**config.mk**
```make
export PLATFORM = sky130hd
export DESIGN_NAME = dsc_cfg
export DESIGN_NICKNAME = d
export VERILOG_FILES = /design/src/dsc_pkg.sv /design/src/dsc_cfg.sv
export SDC_FILE = /design/constraint.sdc
export NUM_CORES = 1
export LEC_CHECK = 0
export BUFFER_PORTS_ARGS = -buffer_cell sky130_fd_sc_hd__buf_2
export CAP_MARGIN = 20
export CORE_MARGIN = 2
export CORE_UTILIZATION = 31
export CTS_BUF_LIST = sky130_fd_sc_hd__clkbuf_4
export CTS_CLUSTER_SIZE = 20
export DETAILED_ROUTE_END_ITERATION = 10
export GPL_TIMING_DRIVEN = 0
export PLACE_DENSITY = 0.61
export SYNTH_ARGS = -nofsm -noshare
export SYNTH_HDL_FRONTEND = slang
export SYNTH_SLANG_ARGS = --single-unit
```
**constraint.sdc**
```tcl
create_clock -name i_clk -period 1.5 [get_ports i_clk]
set_input_delay 0.3 -clock i_clk [delete_from_list [all_inputs] [get_ports i_clk]]
set_output_delay 0.3 -clock i_clk [all_outputs]
set_load 0.005 [all_outputs]
```
**src/dsc_pkg.sv**
```systemverilog
// ----------------------------------------------------------------------------
// dsc_pkg
// Shared types and constants of the deep sample compositor.
// ----------------------------------------------------------------------------
package dsc_pkg;

    // opacity of one in unsigned Q1.16
    localparam logic [16:0] ALPHA_ONE = 17'd65536;

    // configuration address width and register indexes (word address bits)
    localparam int unsigned CFG_ADDR_W = 4;
    localparam logic [1:0] REG_DEPTH_MIN  = 2'd0;
    localparam logic [1:0] REG_DEPTH_MAX  = 2'd1;
    localparam logic [1:0] REG_DEPTH_ONLY = 2'd2;

    // input and output stream payload widths
    localparam int unsigned S_TDATA_W = 128;
    localparam int unsigned M_TDATA_W = 152;

    typedef struct packed {
        logic signed [31:0] depth;
        logic               depth_finite;
        logic signed [23:0] red;
        logic signed [23:0] green;
        logic signed [23:0] blue;
        logic        [16:0] alpha;
        logic               last_of_pixel;
    } t_sample;

    typedef struct packed {
        logic signed [31:0] depth_min;
        logic signed [31:0] depth_max;
        logic               depth_only;
    } t_cfg;

    typedef struct packed {
        logic signed [31:0] red_sum;
        logic signed [31:0] green_sum;
        logic signed [31:0] blue_sum;
        logic        [16:0] alpha_sum;
        logic               covered;
        logic signed [31:0] first_depth;
    } t_result;

endpackage

```
**src/dsc_cfg.sv**
```systemverilog
// ----------------------------------------------------------------------------
// dsc_cfg
// APB register bank: depth window and depth-only mode.
// ----------------------------------------------------------------------------
module dsc_cfg
    import dsc_pkg::*;
(
    input  logic                  i_clk,
    input  logic                  i_rst_n,
    input  logic                  psel,
    input  logic                  penable,
    input  logic                  pwrite,
    input  logic [CFG_ADDR_W-1:0] paddr,
    input  logic [31:0]           pwdata,
    output logic [31:0]           prdata,
    output t_cfg                  o_cfg
);

    logic        w_wr;
    logic [1:0]  w_idx;
    t_cfg        r_cfg;

    assign w_wr  = psel & penable & pwrite;
    assign w_idx = paddr[3:2];

    // register writes
    always_ff @(posedge i_clk) begin
        if (!i_rst_n) begin
            r_cfg.depth_min  <= 32'sh8000_0000;
            r_cfg.depth_max  <= 32'sh7fff_ffff;
            r_cfg.depth_only <= 1'b0;
        end else if (w_wr) begin
            case (w_idx)
                REG_DEPTH_MIN:  r_cfg.depth_min  <= pwdata;
                REG_DEPTH_MAX:  r_cfg.depth_max  <= pwdata;
                REG_DEPTH_ONLY: r_cfg.depth_only <= pwdata[0];
                default: ;
            endcase
        end
    end

    // read back
    always_comb begin
        case (w_idx)
            REG_DEPTH_MIN:  prdata = r_cfg.depth_min;
            REG_DEPTH_MAX:  prdata = r_cfg.depth_max;
            REG_DEPTH_ONLY: prdata = {31'd0, r_cfg.depth_only};
            default:        prdata = 32'd0;
        endcase
    end

    assign o_cfg = r_cfg;

endmodule

```
==> flow_summary.toml <==
[timing]
max_slew_margin = 0.6183
skew_ns = 0
setup_viol = 0
slew_viol_final = 0
tns_ns = 0
rsz0062_at_grt = "no"
hold_violations = 0
fmax_mhz = 702.0
fin_crit_ns = 1.424
fin_crit_sh = 0.9497
finalWorstSetupSlack_ns = 0.07551
worstMarginPinSlew_ns = 0.5726

[drt]
drcViolationCount = 0
ant_nets = 0
drt_wl_total_um = 9771
firstDrtPassIters = 4
drtIter0Drc = 121
routed_via_density = 4.513
wire_per_inst_um = 15.24
via_count = 2893

[die]
core_sq_mm = 0.01032
num_rows = 37
initial_core_util = 0.3183
die_w_um = 107.0
ios = 138
fp.dieArea_sq_mm = 0.01144
die_y_um = 107.0

[layout]
stdcell_area_sq_mm = 0.004253
fillers = 1042
area_delta_synth_final_pct = 29.44
nets = 541
antenna_cells = 0
multiInputGateArea_sq_mm = 0.001790
layout_common_cells = "buf_2, mux2i_1, nand2_1, nor2b_1, dfxtp_1"
largest_reg_flops = 65
seq_area_sq_mm = 0.001318
final_common_cell = "buf_2"
post-route-util = 0.4120
drive_gt1_frac = 0.3604

[setup_path]
critPathArrivalTime_ns = 1.12
r2r_cells = 2
startpoint_type = "input pin"
critPathRequiredTime_ns = 1.20
crit_type = "input pin to output pin"
reg2reg_slack_ns = 0.85
critPathMaxFanout = 10
end_kind = "output pin"

[clock_tree]
clk_latency_ns = 0.39
cts_tree = "yes"
cts-root-buf = "clkbuf_4"
cts.sinks = 65
clockBufferDepth = 2
h-tree-depth = 3
clk_pin_slew_ns = 0.11
numCtsBuffers = 9
post_cts_buffers = 0

[grt]
grt_max_degree = 11
grt_pass1_wl_um = 15530
antenna_found_initial = 0
grt.total_usage = 0.1778
grt_pass1_vias = 2863
globalRouteOverflowTotal = 0

[logic_synthesis]
syn_area_sq_mm = 0.003286
syn_nets = 398
synth_seq_area_share = 0.3960
synth_cells = 357
yosys_warnings = 0
synth-seq-cells = 65
avgSynthCellArea_sq_um = 9.204
yosysUniqueCellTypes = 16

[power_and_ir_drop]
power_mw = 3.217
ir_drop_mv = 0.3385
leakagePower_nw = 1.840
power_density_mw_per_mm2 = 756.6

[hold_path]
min_path_cells = 3
hold_class = "input pin to flop"

[placed_design]
portBuffers = 132
placed_area_sq_mm = 0.004116
pre_cts_ws_ns = -0.1503
dp_hpwl_um = 6968
place_congestion = 0.7768

[run_status]
outcome = "finished, final reports clean"

[job]
max_cap_violations = 0
-- Yosys cell counts --
| cell | n | area share |
|---|---|---|
| nor2b_1 | 64 | 0.12 |
| nand3_2 | 1 | 0.0030 |
| nor3_4 | 1 | 0.0050 |
| o21ai_0 | 1 | 0.0015 |
| clkbuf_1 | 12 | 0.014 |
| buf_8 | 3 | 0.014 |
| nand2_1 | 65 | 0.074 |
| buf_4 | 1 | 0.0023 |
| mux2i_1 | 97 | 0.30 |
| buf_2 | 8 | 0.012 |
| nor2_1 | 31 | 0.035 |
| nor3b_1 | 1 | 0.0023 |
| buf_6 | 5 | 0.017 |
| nand3b_1 | 1 | 0.0023 |
| dfxtp_1 | 65 | 0.40 |
| nor3b_2 | 1 | 0.0038 |
-- worst paths after layout --
check                         start                     end
max reg2reg  o_cfg[10]$_SDFFE_PN1P_  o_cfg[10]$_SDFFE_PN1P_
max                        paddr[2]              prdata[15]
min                      pwdata[14]  o_cfg[47]$_SDFFE_PN0P_
min reg2reg  o_cfg[58]$_SDFFE_PN0P_  o_cfg[58]$_SDFFE_PN0P_
-- layout make-up --
| cell class | instances | share of cell area |
|---|---|---|
| Multi-Input combinational cell | 263 | 0.4210 |
| Sequential cell | 65 | 0.3098 |
| Timing Repair Buffer | 132 | 0.1553 |
| Buffer | 29 | 0.04913 |
| Tap cell | 136 | 0.04001 |
| Clock buffer | 11 | 0.01942 |
| Clock inverter | 5 | 0.005296 |
-- what timing repair did --
| item | CTS | global route |
|---|---|---|
| pin swaps | 0 | 0 |
| hold buffers | 0 | 0 |
| setup endpoints to repair | 29 | 16 |
| gates resized for setup | 5 | 17 |
-- metrics by stage --
stage	hold slack, ns	std cells
final	0.1432	641
after global routing	0.1012	641
after CTS	0.09697	641
after detailed placement	0.4651	625
after global placement	0.4543	625
after floorplan	0.4421	357
-- power by group --
part	internal [mW]	total, mW	switching [mW]	leakage, nW
Sequential	1.75	1.77	0.0173	0.528
Clock	0.360	0.982	0.622	0.0655
Combinational	0.220	0.470	0.250	1.25
Total	2.33	3.22	0.889	1.84
-- kinds of logic (layout without fill, tap and decap cells) --
group	after synthesis	after routing	synth area share
muxes	97	97	0.2955
DFF	65	65	0.3960
and+or+nand+nor	165	165	0.2479
AOI/OAI and AO/OA	1	1	0.001522
buffers and inverters	29	177	0.05902
-- layer usage --
layer	vias up	GRT usage	routed length (um)
li1	1450	-	-
met1	1340	0.2255	4327
met2	94	0.3003	4716
met3	9	0.04924	630
met4	0	0.04082	97
met5	-	0	0
-- critical path, stage by stage --
cell and delay (ns):
buf_6 0.13, buf_4 0.27, mux2i_1 0.21, nor2_1 0.07, buf_2 0.14
Power figures use the tool's default switching activity.
