### src/dsc_pkg.sv
// ----------------------------------------------------------------------------
// dsc_pkg
// Shared types and constants of the deep sample compositor.
// ----------------------------------------------------------------------------
package dsc_pkg;

    // opacity of one in unsigned Q1.16
    localparam logic [16:0] ALPHA_ONE = 17'd65536;

    // configuration address width and register indexes (word address bits)
    localparam int unsigned CFG_ADDR_W = 4;
    localparam logic [1:0] REG_DEPTH_MIN  = 2'd0;
    localparam logic [1:0] REG_DEPTH_MAX  = 2'd1;
    localparam logic [1:0] REG_DEPTH_ONLY = 2'd2;

    // input and output stream payload widths
    localparam int unsigned S_TDATA_W = 128;
    localparam int unsigned M_TDATA_W = 152;

    typedef struct packed {
        logic signed [31:0] depth;
        logic               depth_finite;
        logic signed [23:0] red;
        logic signed [23:0] green;
        logic signed [23:0] blue;
        logic        [16:0] alpha;
        logic               last_of_pixel;
    } t_sample;

    typedef struct packed {
        logic signed [31:0] depth_min;
        logic signed [31:0] depth_max;
        logic               depth_only;
    } t_cfg;

    typedef struct packed {
        logic signed [31:0] red_sum;
        logic signed [31:0] green_sum;
        logic signed [31:0] blue_sum;
        logic        [16:0] alpha_sum;
        logic               covered;
        logic signed [31:0] first_depth;
    } t_result;

endpackage

### src/dsc_acc.sv
// ----------------------------------------------------------------------------
// dsc_acc
// Per-pixel front-to-back over accumulator; one sample per enabled cycle.
// ----------------------------------------------------------------------------
module dsc_acc
    import dsc_pkg::*;
(
    input  logic    i_clk,
    input  logic    i_rst_n,
    input  logic    i_step,
    input  t_sample i_sample,
    input  t_cfg    i_cfg,
    output t_result o_result
);

    logic signed [31:0] r_red, r_green, r_blue, r_held;
    logic        [16:0] r_alpha;
    logic               r_cov;

    logic signed [31:0] n_red, n_green, n_blue, n_held;
    logic        [16:0] n_alpha;
    logic               n_cov;

    logic signed [31:0] u_red, u_green, u_blue, u_held;
    logic        [16:0] u_alpha;
    logic               u_cov;

    logic        [16:0] w_a;
    logic        [16:0] w_t;
    logic               w_in;
    logic        [33:0] w_pa;
    logic        [17:0] w_da;
    logic        [18:0] w_asum;

    // (t * c + half) >> 16 added to the sum, saturated to 32 bits
    function automatic logic signed [31:0] over_add(
        input logic signed [31:0] acc,
        input logic        [16:0] t,
        input logic signed [23:0] c
    );
        logic signed [41:0] prod;
        logic signed [41:0] sum;
        prod = $signed({1'b0, t}) * c;
        prod = prod + 42'sd32768;
        sum  = $signed({{10{acc[31]}}, acc}) + (prod >>> 16);
        if (sum > 42'sd2147483647)
            over_add = 32'sh7fff_ffff;
        else if (sum < -42'sd2147483648)
            over_add = 32'sh8000_0000;
        else
            over_add = sum[31:0];
    endfunction

    // sample qualification and opacity terms
    always_comb begin
        w_a    = (i_sample.alpha > ALPHA_ONE) ? ALPHA_ONE : i_sample.alpha;
        w_in   = i_sample.depth_finite && (i_sample.depth >= i_cfg.depth_min)
                 && (i_sample.depth <= i_cfg.depth_max);
        w_t    = ALPHA_ONE - r_alpha;
        w_pa   = {17'd0, w_t} * {17'd0, w_a};
        w_da   = 18'((w_pa + 34'd32768) >> 16);
        w_asum = {2'd0, r_alpha} + {1'b0, w_da};
    end

    // accumulator update
    always_comb begin
        u_red   = r_red;
        u_green = r_green;
        u_blue  = r_blue;
        u_alpha = r_alpha;
        u_cov   = r_cov;
        u_held  = r_held;
        if (w_in) begin
            if (!r_cov && i_cfg.depth_only)
                u_held = i_sample.depth;
            u_cov = 1'b1;
            if (!i_cfg.depth_only && (r_alpha < ALPHA_ONE)) begin
                u_red   = over_add(r_red,   w_t, i_sample.red);
                u_green = over_add(r_green, w_t, i_sample.green);
                u_blue  = over_add(r_blue,  w_t, i_sample.blue);
                u_alpha = (w_asum > {2'd0, ALPHA_ONE}) ? ALPHA_ONE : w_asum[16:0];
            end
        end
    end

    // result of the pixel as it stands after this sample
    always_comb begin
        o_result = '0;
        if (u_cov) begin
            o_result.covered = 1'b1;
            if (i_cfg.depth_only) begin
                o_result.first_depth = u_held;
            end else begin
                o_result.red_sum   = u_red;
                o_result.green_sum = u_green;
                o_result.blue_sum  = u_blue;
                o_result.alpha_sum = u_alpha;
            end
        end
    end

    // clear after the last sample of a pixel
    always_comb begin
        if (i_sample.last_of_pixel) begin
            n_red = '0; n_green = '0; n_blue = '0;
            n_alpha = '0; n_cov = 1'b0; n_held = '0;
        end else begin
            n_red = u_red; n_green = u_green; n_blue = u_blue;
            n_alpha = u_alpha; n_cov = u_cov; n_held = u_held;
        end
    end

    always_ff @(posedge i_clk) begin
        if (!i_rst_n) begin
            r_red   <= '0;
            r_green <= '0;
            r_blue  <= '0;
            r_alpha <= '0;
            r_cov   <= 1'b0;
            r_held  <= '0;
        end else if (i_step) begin
            r_red   <= n_red;
            r_green <= n_green;
            r_blue  <= n_blue;
            r_alpha <= n_alpha;
            r_cov   <= n_cov;
            r_held  <= n_held;
        end
    end

endmodule
### config.mk
export PLATFORM = sky130hd
export DESIGN_NAME = dsc_acc
export DESIGN_NICKNAME = d
export VERILOG_FILES = /design/src/dsc_pkg.sv /design/src/dsc_acc.sv
export SDC_FILE = /design/constraint.sdc
export NUM_CORES = 2
export LEC_CHECK = 0
export BUFFER_PORTS_ARGS = -buffer_cell sky130_fd_sc_hd__buf_2
export CAP_MARGIN = 20
export CORE_MARGIN = 5
export CORE_UTILIZATION = 50
export DETAILED_ROUTE_END_ITERATION = 7
export PLACE_DENSITY = 0.7
export SLEW_MARGIN = 5
export SYNTH_ARGS = -nofsm -noshare
export SYNTH_HDL_FRONTEND = slang
export SYNTH_SLANG_ARGS = --single-unit
### constraint.sdc
create_clock -name i_clk -period 12.8 [get_ports i_clk]
set_input_delay 1.92 -clock i_clk [delete_from_list [all_inputs] [get_ports i_clk]]
set_output_delay 1.92 -clock i_clk [all_outputs]
set_load 0.005 [all_outputs]
==> run_summary.xml <==
<?xml version="1.0" encoding="UTF-8"?>
<metrics>
  <group name="logic_synthesis">
    <metric name="share_of_the_synthesized_area_in_the_top_cell_type" unit="%">42.25</metric>
    <metric name="avgSynthCellArea" unit="um2">8.622</metric>
    <metric name="netlist-cell-type-count" unit="">94</metric>
    <metric name="synth_flop_cell" unit="">sky130_fd_sc_hd__dfxtp_1</metric>
    <metric name="synth_area" unit="um2">67660</metric>
    <metric name="netlist_top_cells_area" unit="">sky130_fd_sc_hd__fa_1 42%, sky130_fd_sc_hd__ha_1 12%, sky130_fd_sc_hd__inv_1 10%</metric>
    <metric name="postSynthCellCount" unit="">7847</metric>
    <metric name="synth_seq_area_share" unit="%">4.320</metric>
    <metric name="postSynthNetCount" unit="">10136</metric>
    <metric name="post_synthesis_cell_type_with_the_largest_combined_area" unit="">sky130_fd_sc_hd__fa_1</metric>
    <metric name="synth_edf_count" unit="">0</metric>
    <metric name="synth.ff_latch_count" unit="">146</metric>
    <metric name="yosysWarnings" unit="">0</metric>
    <metric name="postSynth.asyncResetShare" unit="%">0</metric>
  </group>
  <group name="timing">
    <metric name="timing.clock.skew" unit="ps">26.95</metric>
    <metric name="post-route-period-util" unit="%">100.6</metric>
    <metric name="max_slew_margin" unit="%">23.73</metric>
    <metric name="final-hold-violation-count" unit="">0</metric>
    <metric name="finalWorstPathRequiredPeriod" unit="ps">12880</metric>
    <metric name="timing.final.setup_violations" unit="">27</metric>
    <metric name="fin_hold_ws" unit="ps">489.2</metric>
    <metric name="fmax" unit="GHz">0.07764</metric>
    <metric name="slew_violations" unit="">0</metric>
    <metric name="post-route-worst-setup-slack" unit="ps">-79.90</metric>
    <metric name="tns" unit="ps">-962.5</metric>
    <metric name="timing_worst_slew_pin_value" unit="ps">1144</metric>
    <metric name="rsz0062_at_grt" unit="">true</metric>
  </group>
  <group name="critical_path">
    <metric name="r2r_setup_slack" unit="ps">1890</metric>
    <metric name="crit_path_end_kind" unit="">primary output</metric>
    <metric name="cp_top_family" unit="">adder cells</metric>
    <metric name="criticalPathCategory" unit="">register to primary output</metric>
    <metric name="cp.arrival" unit="ps">10960</metric>
    <metric name="timing.rr.start" unit="">r_alpha[1]</metric>
    <metric name="slowest_stage" unit="">sky130_fd_sc_hd__fa_1</metric>
    <metric name="setup.worst_path.start_class" unit="">register</metric>
    <metric name="cp-startpoint" unit="">r_alpha[1]</metric>
    <metric name="path_common_cell" unit="">sky130_fd_sc_hd__fa_1</metric>
    <metric name="path_max_fanout" unit="">6</metric>
    <metric name="path_buf_inv" unit="">11</metric>
    <metric name="worst_r2r_endpoint" unit="">r_blue[16]</metric>
    <metric name="worst_r2r_path_depth" unit="">44</metric>
    <metric name="critical_path.max_stage_delay" unit="ps">590</metric>
    <metric name="crit_required" unit="ps">10880</metric>
  </group>
  <group name="drt">
    <metric name="drt.antenna.violating_nets" unit="">0</metric>
    <metric name="postRouteWirelength" unit="mm">207.6</metric>
    <metric name="drc" unit="">0</metric>
    <metric name="first_pass_iters" unit="">8</metric>
    <metric name="routed-via-count" unit="">56539</metric>
    <metric name="post_drt_wl_per_cell" unit="um">20.16</metric>
    <metric name="via_per_inst" unit="">5.489</metric>
    <metric name="first_iter_violations" unit="">4241</metric>
  </group>
  <group name="clock_tree">
    <metric name="cts_max_level" unit="">4</metric>
    <metric name="clock_tree.root_cell" unit="">sky130_fd_sc_hd__clkbuf_16</metric>
    <metric name="clock_sinks" unit="">146</metric>
    <metric name="clkTransAtPathRegs" unit="ps">80</metric>
    <metric name="cts.path.max_buffers" unit="">2</metric>
    <metric name="tritoncts.num_buffers" unit="">17</metric>
    <metric name="worstSkewPairLatency" unit="ps">520</metric>
    <metric name="tritoncts" unit="">built</metric>
  </group>
  <group name="grt">
    <metric name="vias_in_the_first_global_route" unit="">59989</metric>
    <metric name="gr-total-overflow" unit="">0</metric>
    <metric name="number_of_antenna_violations_at_the_first_check_in_global_routing" unit="">31</metric>
    <metric name="grt_start_max_net_pins" unit="">80</metric>
    <metric name="grt_pass1_wl" unit="mm">325.9</metric>
    <metric name="groute.usage.overall" unit="%">28.89</metric>
  </group>
  <group name="die">
    <metric name="top_level_port_count" unit="">337</metric>
    <metric name="fp.dieW" unit="um">377.9</metric>
    <metric name="fp.dieArea" unit="um2">142800</metric>
    <metric name="die_h" unit="um">377.9</metric>
    <metric name="rows" unit="">135</metric>
    <metric name="core-area" unit="um2">135000</metric>
    <metric name="initial_utilization" unit="%">50.13</metric>
  </group>
  <group name="power">
    <metric name="max-vdd-ir-drop" unit="V">0.0001453</metric>
    <metric name="pwr_density_cell" unit="nW/um2">75.76</metric>
    <metric name="power.static_leakage" unit="nW">41.48</metric>
    <metric name="comb_power_share" unit="%">83.2</metric>
    <metric name="finalPower" unit="mW">6.039</metric>
    <metric name="p_int" unit="mW">2.940</metric>
    <metric name="netSwitchingPower" unit="mW">3.099</metric>
    <metric name="p_clk_share" unit="%">9.1</metric>
    <metric name="seqPwrFrac" unit="%">7.8</metric>
    <metric name="sw_frac_of_total" unit="%">51.32</metric>
  </group>
  <group name="run_status">
    <metric name="status" unit="">complete, but fails checks</metric>
    <metric name="violations" unit="">setup timing</metric>
  </group>
  <group name="placement">
    <metric name="place_inst" unit="">10054</metric>
    <metric name="dp_hpwl" unit="mm">161.4</metric>
    <metric name="place.port_buffers" unit="">336</metric>
    <metric name="placed_cell_area" unit="um2">74100</metric>
    <metric name="dpl_worst_slack" unit="ps">-691.6</metric>
    <metric name="place_congestion" unit="">0.9288</metric>
  </group>
  <group name="job">
    <metric name="drv.max_cap_violation_count" unit="">0</metric>
  </group>
  <group name="finish">
    <metric name="area_delta_synth_final" unit="%">17.80</metric>
    <metric name="design.final.nets" unit="">10782</metric>
    <metric name="stdcell_count" unit="">10301</metric>
    <metric name="layout.cells.most_common" unit="">sky130_fd_sc_hd__inv_1</metric>
    <metric name="layout-drive-gt1-share" unit="%">17.86</metric>
    <metric name="layout.core_utilization" unit="%">59.06</metric>
    <metric name="final_cell_mix" unit="">1810 x sky130_fd_sc_hd__inv_1, 1390 x sky130_fd_sc_hd__fa_1, 1010 x sky130_fd_sc_hd__nand2_1</metric>
    <metric name="fin_area" unit="um2">79700</metric>
  </group>
  <group name="worst_hold_path">
    <metric name="hold_depth" unit="">2</metric>
    <metric name="hp-start" unit="">r_green[17]</metric>
    <metric name="hold_path_class" unit="">register to register</metric>
    <metric name="hold_end" unit="">r_green[17]</metric>
  </group>
</metrics>
registers in the layout, summed over array words and instances, names as in the netlist:
signal and count:
r_green 32, r_alpha 17, r_held 32, r_cov 1, r_blue 32, r_red 32
worst reg2reg max path, delay by kind of cell (launching register included):
family,cells,cell delay [ps]
AOI/OAI and AO/OA,9,2060
and+or+nand+nor,14,3220
xor gates and xnor gates,1,130
buffers and inverters,10,1090
adders and majority gates,10,3950
DFF,1,350
cell families after synthesis:
group | Yosys count | synth area share [%]
buffers and inverters | 2197 | 12.30
and+or+nand+nor | 2182 | 15.36
adders and majority gates | 2113 | 54.87
AOI/OAI and AO/OA | 963 | 9.914
xor gates and xnor gates | 213 | 2.757
DFF | 146 | 4.320
muxes | 33 | 0.4882
how the worst max path moves through the flow:
| stage | end | cells past startpoint |
|---|---|---|
| 2_1_floorplan | o_result[39] | 38 |
| 3_3_place_gp | o_result[45] | 37 |
| 3_5_place_dp | o_result[40] | 40 |
| 4_1_cts | o_result[58] | 40 |
| 5_1_grt | o_result[57] | 44 |
| 6_report | o_result[61] | 45 |
layout make-up:
class                           instances  area (um2)
Fill cell                           11630       55260
Timing Repair Buffer                  976        7727
Sequential cell                       146        2929
Tap cell                             1781        2228
Clock buffer                           17       425.4
Antenna cell                           15       37.54
Multi-Input combinational cell       5504       59260
Clock inverter                         14       156.4
Inverter                             1848        6939
repair_timing:
action,CTS,global route
pin swaps,70,283
endpoints found under the setup margin,113,113
gates cloned,8,13
setup buffers,71,114
gates resized for setup,180,498
hold buffers,0,0
layer usage:
| layer | track usage [%] | share of wire [%] | wire, um | vias to the layer above |
|---|---|---|---|---|
| met5 | 0 | 0.061 | 127 | - |
| met4 | 9.708 | 4.0 | 8289 | 24 |
| met3 | 5.233 | 8.0 | 16640 | 430 |
| met2 | 47.88 | 48 | 99030 | 2176 |
| met1 | 38.43 | 40 | 83560 | 28594 |
| li1 | - | - | - | 25315 |
power by group through the flow:
| stage | combinational (mW) | clock (mW) | sequential (mW) |
|---|---|---|---|
| 6_report | 5.02 | 0.547 | 0.471 |
| 5_1_grt | 5.50 | 0.577 | 0.471 |
| 4_1_cts | 4.42 | 0.562 | 0.470 |
| 3_5_place_dp | 4.16 | 0 | 0.480 |
| 3_3_place_gp | 4.10 | 0 | 0.480 |
| 2_1_floorplan | 2.72 | 0 | 0.477 |
cells in the mapped netlist (8+ instances only):
library cell / number
sky130_fd_sc_hd__inv_1: 1847
sky130_fd_sc_hd__fa_1: 1428
sky130_fd_sc_hd__nand2_1: 1036
sky130_fd_sc_hd__ha_1: 670
sky130_fd_sc_hd__and2_1: 512
sky130_fd_sc_hd__clkbuf_1: 305
sky130_fd_sc_hd__nor2_1: 248
sky130_fd_sc_hd__a21oi_1: 242
sky130_fd_sc_hd__o21ai_0: 150
sky130_fd_sc_hd__dfxtp_1: 146
sky130_fd_sc_hd__xnor2_1: 144
sky130_fd_sc_hd__a21o_1: 118
sky130_fd_sc_hd__and3_1: 97
sky130_fd_sc_hd__o2bb2ai_1: 78
sky130_fd_sc_hd__nand3_1: 74
sky130_fd_sc_hd__xor2_1: 69
sky130_fd_sc_hd__a22o_1: 58
sky130_fd_sc_hd__o21a_1: 54
sky130_fd_sc_hd__a32o_1: 41
sky130_fd_sc_hd__nor2b_1: 36
sky130_fd_sc_hd__a211oi_1: 34
sky130_fd_sc_hd__nor3_1: 34
sky130_fd_sc_hd__mux2i_1: 33
sky130_fd_sc_hd__nand2b_1: 33
sky130_fd_sc_hd__nand4_1: 32
sky130_fd_sc_hd__buf_2: 29
sky130_fd_sc_hd__o211ai_1: 28
sky130_fd_sc_hd__o21bai_1: 25
sky130_fd_sc_hd__a31oi_1: 19
sky130_fd_sc_hd__or3_1: 16
sky130_fd_sc_hd__maj3_1: 15
sky130_fd_sc_hd__nor4_1: 13
sky130_fd_sc_hd__o31ai_1: 13
sky130_fd_sc_hd__or2_2: 11
sky130_fd_sc_hd__or4_1: 8
No activity file was read; power rests on OpenSTA's default activity.
